===== src/hdl/lkec_ram.sv =====
// Generic simple dual-port RAM: one write port, one read port with
// registered read data. Depends on nothing.
module lkec_ram #(
    parameter int DEPTH = 96,
    parameter int WIDTH = 32
) (
    input  logic                     i_clk,
    input  logic                     i_we,
    input  logic [$clog2(DEPTH)-1:0] i_waddr,
    input  logic [WIDTH-1:0]         i_wdata,
    input  logic                     i_re,
    input  logic [$clog2(DEPTH)-1:0] i_raddr,
    output logic [WIDTH-1:0]         o_rdata
);

    logic [WIDTH-1:0] r_mem [DEPTH];

    // Write port
    always_ff @(posedge i_clk) begin
        if (i_we) begin
            r_mem[i_waddr] <= i_wdata;
        end
    end

    // Read port with registered read data
    always_ff @(posedge i_clk) begin
        if (i_re) begin
            o_rdata <= r_mem[i_raddr];
        end
    end

endmodule


===== config.mk =====
export PLATFORM = sky130hd
export DESIGN_NAME = lkec_ram
export DESIGN_NICKNAME = d
export VERILOG_FILES = /design/src/hdl/lkec_ram.sv
export SDC_FILE = /design/constraint.sdc
export NUM_CORES = 2
export LEC_CHECK = 0
export BUFFER_PORTS_ARGS = -buffer_cell sky130_fd_sc_hd__buf_4
export CAP_MARGIN = 10
export CORE_UTILIZATION = 40
export DETAILED_ROUTE_END_ITERATION = 7
export PLACE_DENSITY = 0.65
export SLEW_MARGIN = 20
export SYNTH_ARGS = -nofsm -noshare
export SYNTH_HDL_FRONTEND = slang
export SYNTH_SLANG_ARGS = --single-unit

===== constraint.sdc =====
create_clock -name i_clk -period 4.3 [get_ports i_clk]
set_input_delay 0.215 -clock i_clk [delete_from_list [all_inputs] [get_ports i_clk]]
set_output_delay 0.215 -clock i_clk [all_outputs]
set_load 0.005 [all_outputs]

# Word-level counts from Yosys, hierarchy flattened
# Memory sizes are Yosys's and may differ from the RTL's. A register that Yosys moved wholly into a read port is not among the register bits.
# Index checks and enable logic that the tools add are counted.
[totals]
word_cells = 3
mem_bits_rw = 3072
register_bits = 0
n_memories = 1
out_inout_bits = 32
[mem_list]
columns = ["name", "words", "width", "read_ports", "rd_clocked_by_memory_dff", "wr", "line_no", "rtl"]
rows = [
  ["r_mem", 96, 32, 1, 1, 1, "16", "logic [WIDTH-1:0] r_mem [DEPTH];"],
]
[classes]
muxes = 2
[op_table]
columns = ["cell", "count"]
rows = [
  ["two-way mux 1 bit", 2],
]

# Logic depth before layout (Yosys ltp)
[logic_depth]
word_depth = 2
mapped_depth = 12

# Worst setup path before layout
# OpenSTA, ideal clock, no wires.
[synth_path]
kind = "input -> register"
startpoint = "input port i_waddr[5]"
endpoint = "memory r_mem[50][0], enable pin"
arrival_ps = 2949
n_path_buf = 0
slack_ps = 890
stages = 3
setup_ps = 461
cell_sequence = "nor2b_1 -> nand3_1 -> nor3_1"
[synth_lines]
columns = ["element", "line_no", "rtl"]
rows = [
  ["from (decl)", "9", "input logic [$clog2(DEPTH)-1:0] i_waddr,"],
  ["to (decl)", "16", ""],
]
# No word-level cell before the write port.

==> impl_results.md <==
* Startpoint types: input pin
* Worst path bufs/invs at 5
* Site Rows at 199
* Count of cell types in the netlist at 54
* Placed cell count at 9364
* P per Cell Area at 468.2 mW/mm^2
* Critical Path End Type: flip-flop
* CTS Buf Count at 326
* First-pass GRT wire length at 488.9 mm
* Max-Cap Viols at 0
* Final worst-path cycle share at 75.91%
* Clock transition at path regs at 0.06 ns
* Worst setup path end: o_rdata[0]$_DFFE_PP_
* GP Congestion at 0.8976
* Root buffer cell: clkbuf_16
* Async SR Flop Fraction at 0%
* # DRC at 4
* Hold Violations, Final at 0
* Main synth FF type: edfxtp_1
* Most frequent cells in the layout: edfxtp_1, mux4_2, buf_4, clkbuf_16, mux2i_1
* Post-layout instance area at 0.1371 sq mm
* Top cells by area, synth: edfxtp_1, mux4_2, mux2i_1
* Slew Limit Fails at 0
* Placement Cell Area at 0.1265 sq mm
* Postcts setup bufs at 0
* Sequential share of the synthesized area at 78.57%
* Hold Path Class: input pin to flip-flop
* GR Util All Layers at 23.59%
* Status: finished with violations
* Reg2Reg Setup Slack at 1.22 ns
* Slew HR at 15.53%
* Yosys reg bits at 3104
* Syn_nets at 5328
* Worst vdd ir at 0.4903 mV
* Layout Area Growth over Synthesis at 15.55%
* Avg Inst Size Synth at 22.47 sq um
* Share of cells above drive strength 1 at 28.04%
* Cell repeated most along the worst path: buf_4
* CP Cell Sequence: dlygate4sd3_1, buf_4, inv_1, buf_4, nand3_1, o22ai_1, nor4_1, buf_4, nand3_1
* Post-route ant nets at 0
* Syn Inst Count at 5279
* Starting Density at 40.27%
* Commonest non-fill, non-tap cell in the layout: edfxtp_1
* Clock tree buffer depth at 4
* Filler instances at 23830
* Area occupied by registers at 0.09321 sq mm
* PnR worst setup slack at 1.036 ns
* Top delay family on crit path: buffers and inverters
* Hold Slack at 0.01654 ns
* Final setup vio count at 0
* Post-layout nets at 5861
* Critical Path RT at 5.02 ns
* H-tree depth at 5
* Max FO, Critical Path at 30
* Die Width at 546.6 um
* Pleak at 43.10 nW
* Area share of the largest cell type after synthesis at 78.57%
* Layout Cells excl Fill at 9980
* Post-synth EDFFs at 3104
* Slowest CP cell: nor4_1
* Largest net degree at the start of global routing at 97
* Worst r2r src: r_mem[91][0]$_DFFE_PP_
* Global route total overflow at 0
* Worst Tran Pin Value at 1.256 ns
* Detail Placement HPWL at 213.1 mm
* WL per Instance at 35.74 um
* Core Util, Final at 46.53%
* Vias in the first global route at 59540
* Drt first pass iters at 8
* Critical path depth at 9
* Vias at 61510
* GR peak layer: met2
* R2R depth at 6
* Post-layout minimum cycle time at 3.264 ns
* Kind of critical path: input pin to flip-flop
* Yosys top cell by area: edfxtp_1
* DIE AREA at 0.2987 sq mm
* Worst clock skew at 0.07493 ns
* Core area at 0.2946 sq mm
* Slowest Stage Delay on Critical Path at 0.87 ns
* I/O Buffers at 80
* Post-Synthesis Cell Area at 0.1186 sq mm
* RSZ-0062 raised after global routing: no
* Critical Path Start: i_raddr[6]
* # IOs at 81
* WP data arrival at 3.98 ns
* TritonCTS clock tree: built
* Pre-CTS setup slack at 0.2051 ns
* Die Height at 546.6 um
* Crit Reg-Reg Endpoint: o_rdata[0]$_DFFE_PP_
* F_max at 306.3 MHz
* Multi-input logic area at 0.02450 sq mm
* Grt met1 use at 32.52%
* Routed Wire Length at 356.7 mm
* Failing checks: design-rule violations
* Worst-Skew Late Latency at 0.97 ns
* GR met3 Demand/Resource at 5.568%
* DRC violation total after the first TritonRoute iteration at 9425
* Ys Warns at 0
* CTS Sinks at 3104
* Drt via density at 6.163
* Initial antenna violation count at 31
* Grt met2 use at 36.11%
-- worst min path at each step --
stage | startpoint | end | slack (ns) | depth (start not counted)
floorplan | i_wdata[0] | r_mem[0][0]$_DFFE_PP_ | 0.31 | 0
global placement | i_wdata[29] | r_mem[28][29]$_DFFE_PP_ | 0.64 | 1
detailed placement | i_wdata[29] | r_mem[24][29]$_DFFE_PP_ | 0.66 | 1
CTS | i_waddr[2] | r_mem[54][0]$_DFFE_PP_ | 0.005 | 4
global route | i_wdata[20] | r_mem[69][20]$_DFFE_PP_ | 0.02 | 1
finish | i_wdata[13] | r_mem[69][13]$_DFFE_PP_ | 0.02 | 1
-- power by group --
| group | internal [mW] | total [mW] | switching [mW] | leakage, nW |
|---|---|---|---|---|
| logic | 1.16 | 3.42 | 2.26 | 10.2 |
| clock network | 15.8 | 27.2 | 11.4 | 4.92 |
| registers | 33.5 | 33.6 | 0.115 | 27.9 |
| total | 50.4 | 64.2 | 13.8 | 43.1 |
-- sequential cells by signal, summed over array words and instances, names as in the netlist --
signal	cells
r_mem	3072
o_rdata	32
-- stage by stage --
stage	total power [mW]	setup TNS (ns)
2_1_floorplan	35.72	0
3_3_place_gp	37.48	-0.2306
3_5_place_dp	37.55	0
4_1_cts	64.36	0
5_1_grt	65.53	0
6_report	64.17	0
-- area by class of cell --
class / count / area share (%)
Antenna cell: 13 / 0.02373
Timing Repair Buffer: 482 / 3.135
Sequential cell: 3104 / 68.00
Multi-Input combinational cell: 1895 / 17.87
Inverter: 3 / 0.009128
Clock inverter: 168 / 1.144
Tap cell: 3919 / 3.577
Clock buffer: 396 / 6.236
-- Yosys cell counts, types with 51 or more instances --
cell	number
buf_2	65
nand3_1	68
clkbuf_1	97
nor2_1	132
mux2i_1	300
mux4_2	670
edfxtp_1	3104
nand2_1	97
o22ai_1	87
buf_6	51
a21oi_1	60
a22oi_1	126
-- repair_timing --
item,4_1_cts,5_1_grt
endpoints found under the hold margin,1189,216
gates resized for setup,0,0
hold buffers,33,3
-- per-layer routing --
metal  up-vias  part of all wire [%]
li1      23600                     -
met1     33100                    38
met2      4126                    46
met3       669                    12
met4        14                   4.4
met5         -                 0.029
-- cell families (layout without fill, tap and decap cells) --
family / count (synthesis) / after routing / share of synthesized area [%]
AND/OR/NAND/NOR: 437 / 437 / 1.726
multiplexers: 991 / 991 / 15.45
AO/OA/AOI/OAI: 467 / 467 / 2.787
buffers and inverters: 280 / 1049 / 1.462
other: 0 / 13 / 0
flip-flops: 3104 / 3104 / 78.57
Note: power is estimated with default switching activity, not from simulation.
