**config.mk**
```make
export PLATFORM = sky130hd
export DESIGN_NAME = lkec_ctrl_flat
export DESIGN_NICKNAME = d
export VERILOG_FILES = /design/src/hdl/lkec_pkg.sv /design/src/hdl/lkec_ifs.sv /design/src/hdl/lkec_ctrl.sv /design/src/flat_wrapper.sv
export SDC_FILE = /design/constraint.sdc
export NUM_CORES = 1
export LEC_CHECK = 0
export ABC_CLOCK_PERIOD_IN_PS = 9190
export BUFFER_PORTS_ARGS = -buffer_cell sky130_fd_sc_hd__buf_4
export CAP_MARGIN = 5
export CORE_AREA = 4 4 227 229
export CTS_BUF_LIST = sky130_fd_sc_hd__clkbuf_2
export DETAILED_ROUTE_END_ITERATION = 12
export DIE_AREA = 0 0 231 233
export GPL_TIMING_DRIVEN = 1
export PLACE_DENSITY_LB_ADDON = 0.15
export RECOVER_POWER = 100
export SYNTH_ARGS = -nofsm -noshare
export SYNTH_HDL_FRONTEND = slang
export SYNTH_SLANG_ARGS = --single-unit
```
**constraint.sdc**
```tcl
create_clock -name i_clk -period 9.19 [get_ports i_clk]
set_input_delay 0.919 -clock i_clk [delete_from_list [all_inputs] [get_ports i_clk]]
set_output_delay 0.919 -clock i_clk [all_outputs]
set_load 0.05 [all_outputs]
```
**src/hdl/lkec_pkg.sv**
```systemverilog
// Package for the LRU keyed entry cache: sizes, field widths, op codes,
// the stored entry layout and the tag memory request bundle.
// Depends on nothing; every other file of the block but lkec_ram refers to it.
package lkec_pkg;

    // Table size and the widths that follow from it
    localparam int CAPACITY = 96;
    localparam int IDX_W    = $clog2(CAPACITY);
    localparam int CNT_W    = $clog2(CAPACITY + 1);

    // Fixed field widths of the item formats
    localparam int TEXT_LO_W  = 64;
    localparam int TEXT_HI_W  = 56;
    localparam int TEXT_BYTES = 15;
    localparam int SIZE_W     = 10;
    localparam int COLOR_W    = 32;
    localparam int STAMP_W    = 32;
    localparam int SLOT_W     = 7;
    localparam int COUNT_W    = 7;

    // Operation codes
    localparam logic OP_LOOKUP = 1'b0;
    localparam logic OP_FLUSH  = 1'b1;

    // One stored entry: key plus use stamp
    typedef struct packed {
        logic [TEXT_LO_W-1:0] text_lo;
        logic [TEXT_HI_W-1:0] text_hi;
        logic [SIZE_W-1:0]    size;
        logic [COLOR_W-1:0]   color;
        logic [STAMP_W-1:0]   stamp;
    } t_entry;

    // Access request from the sequencer to the tag memory
    typedef struct packed {
        logic             re;
        logic [IDX_W-1:0] raddr;
        logic             we;
        logic [IDX_W-1:0] waddr;
        t_entry           wdata;
    } t_ram_req;

endpackage

```
**src/hdl/lkec_ifs.sv**
```systemverilog
// Valid/ready channel interfaces of the LRU keyed entry cache.
// Depends on lkec_pkg for field widths.

interface lkec_in_if;
    logic                            valid;
    logic                            ready;
    logic                            op;
    logic [lkec_pkg::TEXT_LO_W-1:0]  text_bytes_lo;
    logic [lkec_pkg::TEXT_HI_W-1:0]  text_bytes_hi;
    logic                            text_too_long;
    logic [lkec_pkg::SIZE_W-1:0]     pixel_size;
    logic [lkec_pkg::COLOR_W-1:0]    pixel_color;

    modport source (output valid, op, text_bytes_lo, text_bytes_hi, text_too_long,
                     pixel_size, pixel_color, input ready);
    modport sink   (input valid, op, text_bytes_lo, text_bytes_hi, text_too_long,
                     pixel_size, pixel_color, output ready);
endinterface

interface lkec_out_if;
    logic                          valid;
    logic                          ready;
    logic                          hit;
    logic [lkec_pkg::SLOT_W-1:0]   slot;
    logic                          evicts;
    logic [lkec_pkg::COUNT_W-1:0]  entries_in_use;

    modport source (output valid, hit, slot, evicts, entries_in_use, input ready);
    modport sink   (input valid, hit, slot, evicts, entries_in_use, output ready);
endinterface

```
**src/hdl/lkec_ctrl.sv**
```systemverilog
// Sequencer of the LRU keyed entry cache: key cleanup, table walk with
// compare and oldest-stamp search, write-back, fill count, tick and result.
// Depends on lkec_pkg and the channel interfaces in lkec_ifs.
module lkec_ctrl (
    input  logic                i_clk,
    input  logic                i_rst_n,
    lkec_in_if.sink             i_in,
    lkec_out_if.source          o_out,
    output lkec_pkg::t_ram_req  o_ram_req,
    input  lkec_pkg::t_entry    i_ram_rdata
);

    localparam logic [1:0] S_IDLE  = 2'd0;
    localparam logic [1:0] S_SCAN  = 2'd1;
    localparam logic [1:0] S_WRITE = 2'd2;
    localparam logic [1:0] S_DONE  = 2'd3;

    logic [1:0]                     r_state;
    logic [lkec_pkg::CNT_W-1:0]     r_fill;
    logic [lkec_pkg::STAMP_W-1:0]   r_tick;

    logic [lkec_pkg::TEXT_LO_W-1:0] r_key_lo;
    logic [lkec_pkg::TEXT_HI_W-1:0] r_key_hi;
    logic [lkec_pkg::SIZE_W-1:0]    r_key_size;
    logic [lkec_pkg::COLOR_W-1:0]   r_key_rgba;
    logic                           r_too_long;

    logic [lkec_pkg::CNT_W-1:0]     r_issue;
    logic                           r_dv;
    logic [lkec_pkg::IDX_W-1:0]     r_didx;
    logic                           r_hit;
    logic [lkec_pkg::IDX_W-1:0]     r_slot;
    logic                           r_evicts;
    logic                           r_min_vld;
    logic [lkec_pkg::STAMP_W-1:0]   r_min_stamp;
    logic [lkec_pkg::IDX_W-1:0]     r_min_idx;

    logic                           r_out_vld;
    logic                           r_out_hit;
    logic [lkec_pkg::SLOT_W-1:0]    r_out_slot;
    logic                           r_out_evicts;
    logic [lkec_pkg::COUNT_W-1:0]   r_out_cnt;

    logic [lkec_pkg::TEXT_LO_W+lkec_pkg::TEXT_HI_W-1:0] clean_txt;
    logic                           txt_ended;
    logic                           rd_en;
    logic                           key_match;
    logic                           table_full;
    logic [lkec_pkg::IDX_W-1:0]     wr_slot;
    logic                           out_free;

    // Zero every byte after the first zero byte of the incoming string
    always_comb begin
        clean_txt = {i_in.text_bytes_hi, i_in.text_bytes_lo};
        txt_ended = 1'b0;
        for (int b = 0; b < lkec_pkg::TEXT_BYTES; b++) begin
            if (txt_ended) begin
                clean_txt[b*8 +: 8] = 8'd0;
            end else if (clean_txt[b*8 +: 8] == 8'd0) begin
                txt_ended = 1'b1;
            end
        end
    end

    // Walk the filled entries one read per cycle
    assign rd_en = (r_state == S_SCAN) && (r_issue < r_fill);

    assign key_match = !r_too_long
                    && (i_ram_rdata.text_lo == r_key_lo)
                    && (i_ram_rdata.text_hi == r_key_hi)
                    && (i_ram_rdata.size    == r_key_size)
                    && (i_ram_rdata.color   == r_key_rgba);

    // Pick the entry to write: the hit, the next free one or the oldest
    assign table_full = (r_fill == lkec_pkg::CNT_W'(lkec_pkg::CAPACITY));
    assign wr_slot    = r_hit      ? r_slot :
                        table_full ? r_min_idx : r_fill[lkec_pkg::IDX_W-1:0];

    always_comb begin
        o_ram_req               = '0;
        o_ram_req.re            = rd_en;
        o_ram_req.raddr         = r_issue[lkec_pkg::IDX_W-1:0];
        o_ram_req.we            = (r_state == S_WRITE);
        o_ram_req.waddr         = wr_slot;
        o_ram_req.wdata.text_lo = r_key_lo;
        o_ram_req.wdata.text_hi = r_key_hi;
        o_ram_req.wdata.size    = r_key_size;
        o_ram_req.wdata.color   = r_key_rgba;
        o_ram_req.wdata.stamp   = r_tick + 1'b1;
    end

    assign out_free = !r_out_vld || o_out.ready;

    // Sequencer
    always_ff @(posedge i_clk) begin
        if (!i_rst_n) begin
            r_state <= S_IDLE;
            r_fill  <= '0;
            r_tick  <= '0;
            r_dv    <= 1'b0;
        end else begin
            case (r_state)
                S_IDLE: begin
                    if (i_in.valid) begin
                        r_key_lo    <= clean_txt[lkec_pkg::TEXT_LO_W-1:0];
                        r_key_hi    <= clean_txt[lkec_pkg::TEXT_LO_W +: lkec_pkg::TEXT_HI_W];
                        r_key_size  <= i_in.pixel_size;
                        r_key_rgba  <= i_in.pixel_color;
                        r_too_long  <= i_in.text_too_long;
                        r_issue     <= '0;
                        r_dv        <= 1'b0;
                        r_hit       <= 1'b0;
                        r_slot      <= '0;
                        r_evicts    <= 1'b0;
                        r_min_vld   <= 1'b0;
                        if (i_in.op == lkec_pkg::OP_FLUSH) begin
                            r_fill  <= '0;
                            r_state <= S_DONE;
                        end else begin
                            r_state <= S_SCAN;
                        end
                    end
                end
                S_SCAN: begin
                    // drop the data in flight once a match ends the walk
                    r_dv   <= rd_en && !(r_dv && key_match);
                    r_didx <= r_issue[lkec_pkg::IDX_W-1:0];
                    if (rd_en) begin
                        r_issue <= r_issue + 1'b1;
                    end
                    if (r_dv) begin
                        if (key_match) begin
                            // stop at the first matching entry
                            r_hit   <= 1'b1;
                            r_slot  <= r_didx;
                            r_state <= S_WRITE;
                        end else if (!r_min_vld || (i_ram_rdata.stamp < r_min_stamp)) begin
                            // strict compare keeps the lowest index on a tie
                            r_min_vld   <= 1'b1;
                            r_min_stamp <= i_ram_rdata.stamp;
                            r_min_idx   <= r_didx;
                        end
                    end else if (!rd_en) begin
                        r_state <= S_WRITE;
                    end
                end
                S_WRITE: begin
                    r_tick <= r_tick + 1'b1;
                    r_slot <= wr_slot;
                    if (!r_hit) begin
                        if (table_full) begin
                            r_evicts <= 1'b1;
                        end else begin
                            r_fill <= r_fill + 1'b1;
                        end
                    end
                    r_state <= S_DONE;
                end
                S_DONE: begin
                    if (out_free) begin
                        r_state <= S_IDLE;
                    end
                end
                default: begin
                    r_state <= S_IDLE;
                end
            endcase
        end
    end

    // Output register: load the result, hold it until taken
    always_ff @(posedge i_clk) begin
        if (!i_rst_n) begin
            r_out_vld <= 1'b0;
        end else if ((r_state == S_DONE) && out_free) begin
            r_out_vld    <= 1'b1;
            r_out_hit    <= r_hit;
            r_out_slot   <= lkec_pkg::SLOT_W'(r_slot);
            r_out_evicts <= r_evicts;
            r_out_cnt    <= lkec_pkg::COUNT_W'(r_fill);
        end else if (o_out.ready) begin
            r_out_vld <= 1'b0;
        end
    end

    assign i_in.ready           = (r_state == S_IDLE);
    assign o_out.valid          = r_out_vld;
    assign o_out.hit            = r_out_hit;
    assign o_out.slot           = r_out_slot;
    assign o_out.evicts         = r_out_evicts;
    assign o_out.entries_in_use = r_out_cnt;

endmodule

```
**src/flat_wrapper.sv**
```systemverilog
// flat-port wrapper written by rule: the top's interface ports become plain ports
module lkec_ctrl_flat 
  (i_clk, i_rst_n, o_ram_req, i_ram_rdata, i_in_valid, i_in_op, i_in_text_bytes_lo, i_in_text_bytes_hi, i_in_text_too_long, i_in_pixel_size, i_in_pixel_color, i_in_ready, o_out_valid, o_out_hit, o_out_slot, o_out_evicts, o_out_entries_in_use, o_out_ready);
  lkec_in_if i_in_i ();
  lkec_out_if o_out_i ();
  input  logic i_clk;
  input  logic i_rst_n;
  output lkec_pkg::t_ram_req o_ram_req;
  input  lkec_pkg::t_entry i_ram_rdata;
  input wire logic [$bits(i_in_i.valid)-1:0] i_in_valid;
  input wire logic [$bits(i_in_i.op)-1:0] i_in_op;
  input wire logic [$bits(i_in_i.text_bytes_lo)-1:0] i_in_text_bytes_lo;
  input wire logic [$bits(i_in_i.text_bytes_hi)-1:0] i_in_text_bytes_hi;
  input wire logic [$bits(i_in_i.text_too_long)-1:0] i_in_text_too_long;
  input wire logic [$bits(i_in_i.pixel_size)-1:0] i_in_pixel_size;
  input wire logic [$bits(i_in_i.pixel_color)-1:0] i_in_pixel_color;
  output wire logic [$bits(i_in_i.ready)-1:0] i_in_ready;
  output wire logic [$bits(o_out_i.valid)-1:0] o_out_valid;
  output wire logic [$bits(o_out_i.hit)-1:0] o_out_hit;
  output wire logic [$bits(o_out_i.slot)-1:0] o_out_slot;
  output wire logic [$bits(o_out_i.evicts)-1:0] o_out_evicts;
  output wire logic [$bits(o_out_i.entries_in_use)-1:0] o_out_entries_in_use;
  input wire logic [$bits(o_out_i.ready)-1:0] o_out_ready;
  assign i_in_i.valid = i_in_valid;
  assign i_in_i.op = i_in_op;
  assign i_in_i.text_bytes_lo = i_in_text_bytes_lo;
  assign i_in_i.text_bytes_hi = i_in_text_bytes_hi;
  assign i_in_i.text_too_long = i_in_text_too_long;
  assign i_in_i.pixel_size = i_in_pixel_size;
  assign i_in_i.pixel_color = i_in_pixel_color;
  assign i_in_ready = i_in_i.ready;
  assign o_out_valid = o_out_i.valid;
  assign o_out_hit = o_out_i.hit;
  assign o_out_slot = o_out_i.slot;
  assign o_out_evicts = o_out_i.evicts;
  assign o_out_entries_in_use = o_out_i.entries_in_use;
  assign o_out_i.ready = o_out_ready;
  lkec_ctrl u_core (.i_clk(i_clk), .i_rst_n(i_rst_n), .i_in(i_in_i), .o_out(o_out_i), .o_ram_req(o_ram_req), .i_ram_rdata(i_ram_rdata));
endmodule
```
* Yosys cells after proc, flatten, opt, wreduce, memory -nomap -nowiden
Index checks and enable logic that the tools add are counted.
** Word-level totals
- Bits in registers :: 285
- Latch bits :: 0
- Memory bits (writable) :: 0
- Bits in read-only memories :: 0
- Output and inout port bits :: 228
- Memories kept :: 0
** Operators by class
- Add/subtract/negate cells :: 3
- $mul :: 0
- Divide/modulo/power cells :: 0
- $lt $le $gt $ge :: 2
- Equality and inequality tests :: 21
- Shift-type cells :: 0
- Multiplexer cells :: 61
- Bitwise operators :: 1
- Reductions and logical operators :: 45
** Operators by type and width (count)
- logical NOT 8 bit :: 14
- 2-to-1 mux 7 bit :: 10
- == test 64 bit :: 1
- == test 56 bit :: 1
- 2-to-1 mux 1 bit :: 37
- adder 32 x 1 -> 32 bit, second input constant :: 1
- == test 32 bit :: 1
- < comparator 32 bit :: 1
- one-hot mux 7 bit (2 select lines) :: 2
- AND reduction 5 bit :: 5
- one-hot mux 7 bit (3 select lines) :: 1
- adder 7 x 1 -> 7 bit, second input constant :: 2
- 2-to-1 mux 2 bit :: 6
- inequality test 2 bit, second input constant :: 6
- == test 10 bit :: 1
- inequality test 2 x 1 -> 1 bit, second input constant :: 5
- logical AND 1 bit :: 8
- one-hot mux 1 bit (2 select lines) :: 4
- one-hot mux 2 bit (4 select lines) :: 1
- AND reduction 4 bit :: 2
- == test 7 bit, second input constant :: 1
- < comparator 7 bit :: 1
- AND reduction 2 bit :: 3
- AND reduction 6 bit :: 1
- 11 further kinds :: 18

* Logic depth before layout (Yosys ltp)
- Depth in word-level cells :: 15
- Gate-level depth with buffers :: 11
- Gate-level depth less buffers :: 10

* Worst setup path after synthesis
Ideal clock, no wire load.
- Path kind :: input -> register
- Start :: input port i_rst_n
- End :: register u_core.r_key_hi[0] in the netlist's numbering (enable)
- Library setup time :: 0.543 ns
- Data arrival time :: 4.934 ns
- Path slack :: 3.713 ns
- Cell stages on the path :: 2
- Cells stage by stage :: bufbuf_16 and3_1
** On the way
- Word-level cells in the longest chain between the ends :: 1
** Ends and longest elaborated chain
- from (decl) :: line flat_wrapper.sv:7 : input logic i_rst_n;
- AND reduction 3 bit (no source line)
- to (signal assigned) :: line lkec_ctrl.sv:106 : r_key_hi <= clean_txt[lkec_pkg::TEXT_LO_W +: lkec_pkg::TEXT_HI_W];
- to (decl) :: line lkec_ctrl.sv:23 : logic [lkec_pkg::TEXT_HI_W-1:0] r_key_hi;
Every way passes these cells.
A chain may end at the register's enable or synchronous reset.

* Final worst setup path
- Start :: input port i_in_text_bytes_lo[0]
- End :: register u_core.r_key_hi[55] in the netlist's numbering, data pin
** On the way
- Word-level cells in the longest chain between the ends :: 15
** Ends and longest elaborated chain
- from (decl) :: line flat_wrapper.sv:12 : input wire logic [$bits(i_in_i.text_bytes_lo)-1:0] i_in_text_bytes_lo;
- logical NOT 8 bit :: line lkec_ctrl.sv:59 : end else if (clean_txt[b*8 +: 8] == 8'd0) begin
- 2-to-1 mux 1 bit :: line lkec_ctrl.sv:59
- 2-to-1 mux 1 bit (13 in a row) :: line lkec_ctrl.sv:57 : if (txt_ended) begin
Every way passes these cells.

==> results.yml <==
placement:
  detailedPlacementHpwl_mm: 54.3
  pre_cts_slack_ns: 4.50
  portBuffers: 589
  place_congestion: 0.941
  dp_cells: 2476
yosys:
  synth_top_area_frac: 0.505
  yosys.area.top_type: "edfxtp_1"
  synth_edf_count: 242
  async_flop_share: 0
  synth_xor_area_frac: 0.0949
  syn_nets: 1642
  synth.top_cells.by_area: "edfxtp_1, dfxtp_1, xnor2_1, and2_1, xor2_1"
  synth_seq_area_share: 0.564
  ys.flop_type: "edfxtp_1"
  synth-adder-area-share: 0.0391
  avgSynthCellArea_um2: 11.7
  ys_types: 59
  synth-compound-area-share: 0.0632
  synth_warnings: 0
  postSynthCellCount: 1235
  ys_ff_latch: 285
  synth.cell_area_um2: 14400
  synthMuxAreaShare: 0.00287
  synth_top_family_by_area: "simple AND/OR/NAND/NOR gates"
  synth_simple_gate_area_share: 0.201
sta:
  fmax_ghz: 0.157
  slew_headroom: -1.43
  slew_viol_final: 270
  setup_viol: 0
  hold_ws_ns: 0.202
  finalCritPeriodShare: 0.694
  hold_violations: 0
  rsz0062_at_grt: "no"
  clock_skew_ns: 0.0879
  fin_ws_ns: 2.81
  timing.final.crit_period_ns: 6.38
  setup_tns_ns: 0
  worst_pin_slew_ns: 3.64
critical_path:
  cp_max_fo: 18
  worstPathRequired_ns: 9.96
  path_cells: "dlygate4sd3_1, clkbuf_1, nor4_1, and2_0, nor4_1, and2_0, and3_1, a21boi_0, a21boi_2, and2_0"
  cp.arrival_ns: 7.15
  end_kind: "register"
  critical_path_class: "in2reg"
  cp_common_cell: "and2_0"
  start_kind: "input port"
  slowest_stage: "nor4_1"
  critical-path-max-stage-delay_ns: 2.18
  r2r_cells: 4
detailed_routing:
  drt_wl_total_mm: 65.7
  met1_length_mm: 26.1
  vias: 12600
  viasPerCell: 4.65
  drt_iter0_drc: 665
  drc: 0
  wl_met2_mm: 33.2
  avgRoutedWirePerCell_um: 24.2
  detail-route-antenna-nets: 0
  met3_length_mm: 5.00
  topRoutingLayerUsed: "met5"
  dr.pass1.iters: 5
floorplanning:
  initial_utilization: 0.290
  die_area_um2: 53800
  coreArea_um2: 49700
  rows: 82
  die_w_um: 231
  die_h_um: 233
  pin_count: 590
global_route:
  grt_pass1_vias: 12900
  antenna_found_initial: 15
  grt_max_degree: 64
  grt_use_total: 0.236
  overflow: 0
  grt_pass1_wl_mm: 90.9
finish:
  nNetsFinal: 2381
  area_delta_synth_final_pct: 40.4
  instances_no_fill: 2715
  post-route-util: 0.407
  final_cell_mix: "buf_4, clkbuf_1, edfxtp_1, clkbuf_2, inv_1"
  layout-drive-gt1-share: 0.238
  layout_commonest_cell: "buf_4"
pwr:
  power_leakage_uw: 0.00788
  peakVddDrop_mv: 0.0764
  power_density_nw_per_um2: 191
cts:
  cts_buffers: 86
  ctsResizeCount: 0
  clkLatencyLatePin_ns: 0.99
  path_clk_slew_ns: 0.07
  cts_setup_buffers: 0
  root_buffer: "clkbuf_2"
  cts_tree: "built"
  clock_sinks: 285
  cts_max_level: 3
  cts.path.max_buffers: 3
run_status:
  violations: "capacitance limit, slew limit"
  status: "complete, but fails checks"
flow_run:
  cap_viol_max_count: 6
min_path:
  worstHoldPathCells: 1
  hp-class: "in2reg"
[repair_timing]
item,4_1_cts,5_1_grt
endpoints found under the hold margin,82,0
hold buffers,82,0
endpoints found under the setup margin,0,0
[sequential cells by signal, indices dropped and copies added (netlist names)]
| signal | count |
|---|---|
| u_core.r_key_lo | 64 |
| u_core.r_key_hi | 56 |
| u_core.r_key_rgba | 32 |
| u_core.r_min_stamp | 32 |
| u_core.r_tick | 32 |
| u_core.r_key_size | 10 |
| u_core.o_out.entries_in_use | 7 |
| u_core.o_out.slot | 7 |
| u_core.r_didx | 7 |
| u_core.r_fill | 7 |
| u_core.r_issue | 7 |
| u_core.r_min_idx | 7 |
| u_core.r_slot | 7 |
| u_core.r_state | 2 |
| u_core.o_out.evicts | 1 |
| u_core.o_out.hit | 1 |
| u_core.o_out.valid | 1 |
| u_core.r_dv | 1 |
| u_core.r_evicts | 1 |
| u_core.r_hit | 1 |
| u_core.r_min_vld | 1 |
| u_core.r_too_long | 1 |
[per-layer routing]
| metal | up-vias | GRT usage |
|---|---|---|
| met4 | 24 | 0.0626 |
| met1 | 6013 | 0.278 |
| li1 | 5983 | - |
| met3 | 102 | 0.0759 |
| met2 | 493 | 0.415 |
| met5 | - | 0 |
[per-stage QoR]
stage	area [um2]	power (uW)
floorplan	14400	2430
global placement	19600	2940
detailed placement	19600	2940
CTS	21200	4020
global route	20200	4070
finish	20200	3860
[synth_stat cells (all sizes together) (5+ instances only)]
library cell / count
a22oi: 11
nor4: 44
ha: 45
nor2: 39
and3: 34
nand2: 60
o2111ai: 8
dfxtp: 43
or4: 16
xor2: 70
and2: 118
nand2b: 27
edfxtp: 242
a2111oi: 13
o22ai: 15
nor2b: 70
a21boi: 6
nor3: 11
nand3: 23
nand4: 36
a21oi: 22
inv: 96
buf: 8
clkbuf: 17
o21ai: 22
or3: 5
xnor2: 86
[worst max-delay path: cells and delay by family]
kind            cells  cell delay (ns)
compound gates      2             1.70
simple gates        6             3.85
buf+inv             2             0.66
[cell families (layout without fill, tap and decap cells)]
family / Yosys count / count (layout)
flops: 285 / 285
other cells: 0 / 4
buf+inv: 122 / 926
xor+xnor: 156 / 156
mux: 4 / 4
compound gates: 126 / 126
simple gates: 497 / 497
fa+ha+maj: 45 / 45
[path summary, 6_finish.rpt]
kind / start / endpoint / slack [ns]
max: i_in_text_bytes_lo[0] / u_core.r_key_hi[55] / 2.81
min: i_ram_rdata[27] / u_core.r_min_stamp[27] / 0.20
max reg2reg: u_core.r_state[0] / u_core.r_key_lo[62] / 3.44
min reg2reg: u_core.r_didx[6] / u_core.r_min_idx[6] / 0.46
[report_power, final]
group	switching (uW)	leakage [uW]	total, uW	internal (uW)
Clock	596	0.000601	1020	424
Sequential	136	0.00258	1730	1600
Combinational	782	0.00470	1110	325
[cell type report]
type                       instances  area [um2]
timing repair buffer             677        4350
tap                              672         841
multi-input combinational        828        5740
clock inverter                    25         148
clock buffer                     128         641
antenna                            4        10.0
fill                            5203       29400
sequential                       285        8130
inverter                          96         360
Note: power is estimated with default switching activity, not from simulation.
